<file path="config.mk">
export PLATFORM = sky130hd
export DESIGN_NAME = kvrs_mod_unit
export DESIGN_NICKNAME = d
export VERILOG_FILES = /design/src/hdl/key_velocity_region_select_unit_macros.svh /design/src/hdl/kvrs_pkg.sv /design/src/hdl/kvrs_mod_unit.sv
export SDC_FILE = /design/constraint.sdc
export NUM_CORES = 1
export LEC_CHECK = 0
export BUFFER_PORTS_ARGS = -buffer_cell sky130_fd_sc_hd__buf_2
export CORE_MARGIN = 4
export CORE_UTILIZATION = 35
export DETAILED_ROUTE_END_ITERATION = 6
export PLACE_DENSITY = 0.58
export SYNTH_ARGS = -nofsm -noshare
export SYNTH_HDL_FRONTEND = slang
export SYNTH_SLANG_ARGS = --single-unit
</file>
<file path="constraint.sdc">
create_clock -name clk -period 5 [get_ports clk]
set_clock_uncertainty 0.05 [all_clocks]
set_input_delay 0.25 -clock clk [delete_from_list [all_inputs] [get_ports clk]]
set_output_delay 0.25 -clock clk [all_outputs]
set_load 0.02 [all_outputs]
</file>
<file path="src/hdl/key_velocity_region_select_unit_macros.svh">
// Assertion macros for the key/velocity region select block.
// Used by hdl/key_velocity_region_select_unit.sv; expects clk and rst_n in scope.
`ifndef KEY_VELOCITY_REGION_SELECT_UNIT_MACROS_SVH
`define KEY_VELOCITY_REGION_SELECT_UNIT_MACROS_SVH

// Same-cycle implication, checked outside reset.
`define KVRS_CHECK_IMP(lbl, ante, cons, msg) \
  lbl: assert property (@(posedge clk) disable iff (!rst_n) (ante) |-> (cons)) \
    else $error(msg);

// Next-cycle implication, checked outside reset.
`define KVRS_CHECK_NEXT(lbl, ante, cons, msg) \
  lbl: assert property (@(posedge clk) disable iff (!rst_n) (ante) |=> (cons)) \
    else $error(msg);

`endif

</file>
<file path="src/hdl/kvrs_pkg.sv">
// Shared constants and types for the key/velocity region select block.
// No dependencies; imported by kvrs_mod_unit and the top level.
`default_nettype none

package kvrs_pkg;

  localparam int MAX_REGIONS  = 32;
  localparam int COUNTER_BITS = 32;
  localparam int NOTE_TOP     = 127;

  localparam int IDX_W  = $clog2(MAX_REGIONS);
  localparam int CNT_W  = $clog2(MAX_REGIONS + 1);
  localparam int KEY_W  = $clog2(NOTE_TOP + 1);
  localparam int NOTES  = NOTE_TOP + 1;
  localparam int STEP_W = $clog2(COUNTER_BITS + 1);

  localparam logic [1:0] MODE_LOOKUP = 2'd0;
  localparam logic [1:0] MODE_ADD    = 2'd1;
  localparam logic [1:0] MODE_CLEAR  = 2'd2;
  localparam logic [1:0] MODE_UNUSED = 2'd3;

  typedef struct packed {
    logic [6:0] lo_n;
    logic [6:0] hi_n;
    logic [6:0] lo_v;
    logic [6:0] hi_v;
    logic       rr;
  } region_t;

  typedef struct packed {
    logic busy;
    logic done;
  } mod_stat_t;

endpackage

`default_nettype wire

</file>
<file path="src/hdl/kvrs_mod_unit.sv">
// Bit-serial restoring remainder unit: counter value mod round-robin match count.
// Depends on kvrs_pkg for widths and the status struct.
`default_nettype none

module kvrs_mod_unit
  import kvrs_pkg::*;
(
  input  wire logic                    clk,
  input  wire logic                    rst_n,
  input  wire logic                    start,
  input  wire logic [COUNTER_BITS-1:0] dividend,
  input  wire logic [CNT_W-1:0]        divisor,
  output mod_stat_t                    stat,
  output logic      [CNT_W-1:0]        remainder
);

  logic                    busy_r, busy_nxt;
  logic                    done_r, done_nxt;
  logic [STEP_W-1:0]       step_r, step_nxt;
  logic [COUNTER_BITS-1:0] dvd_r, dvd_nxt;
  logic [CNT_W-1:0]        div_r, div_nxt;
  logic [CNT_W-1:0]        rem_r, rem_nxt;
  logic [CNT_W:0]          shifted;

  assign shifted = {rem_r, dvd_r[COUNTER_BITS-1]};

  always_comb begin
    busy_nxt = busy_r;
    done_nxt = 1'b0;
    step_nxt = step_r;
    dvd_nxt  = dvd_r;
    div_nxt  = div_r;
    rem_nxt  = rem_r;
    if (start) begin
      busy_nxt = 1'b1;
      step_nxt = '0;
      dvd_nxt  = dividend;
      div_nxt  = divisor;
      rem_nxt  = '0;
    end else if (busy_r) begin
      // shift in one dividend bit, subtract when it fits
      if (shifted >= {1'b0, div_r}) begin
        rem_nxt = CNT_W'(shifted - {1'b0, div_r});
      end else begin
        rem_nxt = shifted[CNT_W-1:0];
      end
      dvd_nxt  = {dvd_r[COUNTER_BITS-2:0], 1'b0};
      step_nxt = STEP_W'(step_r + 1'b1);
      if (step_r == STEP_W'(COUNTER_BITS - 1)) begin
        busy_nxt = 1'b0;
        done_nxt = 1'b1;
      end
    end
  end

  always_ff @(posedge clk) begin
    if (!rst_n) begin
      busy_r <= 1'b0;
      done_r <= 1'b0;
      step_r <= '0;
    end else begin
      busy_r <= busy_nxt;
      done_r <= done_nxt;
      step_r <= step_nxt;
    end
    dvd_r <= dvd_nxt;
    div_r <= div_nxt;
    rem_r <= rem_nxt;
  end

  assign stat.busy = busy_r;
  assign stat.done = done_r;
  assign remainder = rem_r;

endmodule

`default_nettype wire

</file>
==> metrics.md <==
| Metric | Value |
|---|---|
| Startpoint types | `flop` |
| RSZ-0062 raised after global routing | `false` |
| Max Cap Viol | `0` |
| Final setup fails | `0` |
| GRT busiest layer | `met2` |
| Setup TNS | `0 ns` |
| Gr usage total | `10.63%` |
| Ant. Diodes | `0` |
| Core Area | `6832 µm²` |
| Post-Synthesis Cells | `188` |
| Period Utilization, post-route | `38.35%` |
| WP depth | `7` |
| Fin cells | `333` |
| Static leakage | `1.145 nW` |
| First-pass GRT wire length | `7.162 mm` |
| Seq/Total Area, Yosys | `57.43%` |
| P_sw | `0.0002367 W` |
| Met2 Usage GRT | `15.21%` |
| Layout net count | `286` |
| Crit path buf inv count | `1` |
| Worst R2R Setup Slack | `3.08 ns` |
| Worst Reg-to-Reg Cells | `7` |
| Pins Over Slew Limit | `0` |
| Number of global-route vias before repair | `1524` |
| Leading area contributor after synthesis | `edfxtp_1` |
| Launch point of the worst path | `dvd_r[31]$_DFFE_PP_` |
| Worst Path Max Fanout | `3` |
| Worst-path clk slew | `0.09 ns` |
| Switch share | `25.43%` |
| CTS resizes | `0` |
| Routed vias/inst | `4.643` |
| Largest net degree at the start of global routing | `50` |
| # rows | `30` |
| VDD IR-drop max | `0.1910 mV` |
| Critical path type | `flop to flop` |
| Clock Latency Late Sink | `0.29 ns` |
| Share of post-route cells with drive strength above 1 | `39.66%` |
| Clock Sinks | `52` |
| DP Worst Slack | `2.831 ns` |
| Slew @ Worst Pin | `1.004 ns` |
| Met3 Use GR | `4.020%` |
| Main flop type after synthesis | `edfxtp_1` |
| WP data required | `5.14 ns` |
| Sequential share of power | `56.4%` |
| WP data arrival | `2.06 ns` |
| Final Hold Vio Count | `0` |
| CTS tree | `built` |
| Worst reg2reg path endpoint | `remainder[4]$_SDFFE_PP0P_` |
| # IOs | `49` |
| Cell chain of the critical path | `inv_1, ha_1, nand2b_1, a21oi_1, o21a_2, o21ai_1, o311a_1` |
| HPWL reported at the end of detailed placement | `3.093 mm` |
| Most frequent cells in the layout | `buf_2 (48), edfxtp_1 (38), mux2_2 (31), dfxtp_1 (14), nor2_1 (13)` |
| Worst Setup EP | `remainder[4]$_SDFFE_PP0P_` |
| Initial antenna violation count | `0` |
| Initial DRT Pass Iterations | `4` |
| Syn nets | `238` |
| Synthesized area | `2475 µm²` |
| Inst Count DP | `325` |
| Reg-to-reg startpoint | `dvd_r[31]$_DFFE_PP_` |
| Share of the synthesized area in the top cell type | `46.11%` |
| FF+latch count, synth | `52` |
| YS warnings | `0` |
| Most common cell after layout, fill and taps aside | `buf_2` |
| GP Congestion | `0.7284` |
| Final Power | `0.0009311 W` |
| WHS | `0.07457 ns` |
| EDFF count, synth | `38` |
| Crit end category | `flop` |
| P per Cell Area | `321.3 nW/µm²` |
| Wirelength per Cell | `12.85 µm` |
| Cts bufs inserted | `5` |
| CTS H-tree depth | `2` |
| Height of the die | `92.09 µm` |
| Max incr delay on CP | `0.37 ns` |
| Slowest CP cell | `edfxtp_1` |
| Hold buffer count at CTS | `0` |
| Synth cell types | `39` |
| Gr ovfl total | `0` |
| # Post-CTS Setup Buffers | `0` |
| Met1 Use GR | `14.68%` |
| Clock root cell | `clkbuf_8` |
| Max-Slew Margin vs Limit | `33.07%` |
| Fmax | `0.5215 GHz` |
| Area Overhead vs Synth | `17.09%` |
| Async set-reset flop share out of synthesis | `0%` |
| Vias | `1546` |
| Die width | `92.09 µm` |
| Starting Density | `36.23%` |
| Mean Syn Cell Area | `13.16 µm²` |
| Clock network power share | `26.8%` |
| Number of DRC markers in iteration 0 | `58` |
| Hold Crit Class | `input pin to flop` |
| Final worst slack | `3.082 ns` |
| Clock buffer depth | `2` |
| Port buffer count | `48` |
| Comb pwr share | `16.8%` |
| Routed Antenna Nets | `0` |
| Min cycle time layout | `1.918 ns` |
| Drc violations | `0` |
| Delay-heaviest family, CP | `compound AO/OA/AOI/OAI gates` |
| Post-Route WL | `4.279 mm` |
| Synth area leaders | `edfxtp_1 (46%), mux2_2 (14%), dfxtp_1 (11%)` |
| Status | `finished clean` |
| Die ar. | `8481 µm²` |
| Internal cell power | `0.0006943 W` |
sequential cells by signal, indices dropped and copies added, names as in the netlist:
name	cells
done_r	1
busy_r	1
div_r	6
remainder	6
step_r	6
dvd_r	32
cell usage after synthesis (2+ instances only):
master	count
buf_2	3
nand4_1	4
nor2_1	13
xor2_1	4
edfxtp_1	38
xnor2_1	2
a311oi_1	2
clkbuf_1	3
nand2_1	9
o211ai_1	3
nand3_1	6
buf_4	2
ha_1	8
a21oi_1	7
o21ai_0	2
dfxtp_1	14
nor3_1	4
mux2_2	31
inv_1	11
nand2b_1	3
worst min path at each step:
stage,startpoint,to,cells after the start
detailed placement,divisor[5],div_r[5]$_DFFE_PP_,1
global placement,divisor[3],div_r[3]$_DFFE_PP_,1
CTS,divisor[5],div_r[5]$_DFFE_PP_,1
finish,divisor[5],div_r[5]$_DFFE_PP_,1
global route,divisor[4],div_r[4]$_DFFE_PP_,1
floorplan,divisor[0],div_r[0]$_DFFE_PP_,0
layout make-up:
class                   instances  area (µm²)
fillers                       699        3934
inverters                      11       41.29
flip-flops and latches         52        1421
well taps                      96       120.1
clock buffers                   6       82.58
clock inverters                 2       13.76
repair buffers                 49       247.7
multi-input cells             117       970.9
worst register-to-register path: cells and delay by family, from the launching register on:
kind                     cells  cell delay [ns]
AO/OA/AOI/OAI                4             0.87
flip-flops                   1             0.37
adder cells (fa/ha/maj)      1             0.27
AND/OR/NAND/NOR              1             0.15
buffers and inverters        1             0.11
stage by stage:
step | utilization (%) | cell area (µm²)
after global routing | 42.42 | 2898
after global placement | 41.01 | 2801
after CTS | 42.42 | 2898
after floorplan | - | 2475
after detailed placement | 41.01 | 2801
final | 42.42 | 2898
cell families (layout without fill, tap and decap cells):
family	count (synthesis)	after routing	share of synthesized area [%]
flops	52	52	57.43
fa+ha+maj	9	9	4.854
buf+inv	19	68	3.336
compound gates	25	25	8.342
xor+xnor	6	6	2.123
mux	32	32	14.51
simple gates	45	45	9.404
power by group through the flow:
| stage | Combinational [W] | Sequential, W | Clock [W] |
|---|---|---|---|
| 6_report | 0.000156 | 0.000525 | 0.000249 |
| 5_1_grt | 0.000175 | 0.000531 | 0.000283 |
| 4_1_cts | 0.000159 | 0.000526 | 0.000262 |
| 3_5_place_dp | 0.000158 | 0.000536 | 0 |
| 3_3_place_gp | 0.000156 | 0.000536 | 0 |
| 2_1_floorplan | 0.000113 | 0.000535 | 0 |
metal layers:
layer	vias up	share of wire, %
li1	790	-
met1	707	48
met2	43	44
met3	6	6.8
met4	0	1.3
met5	-	0
(Power assumes the default switching activity.)
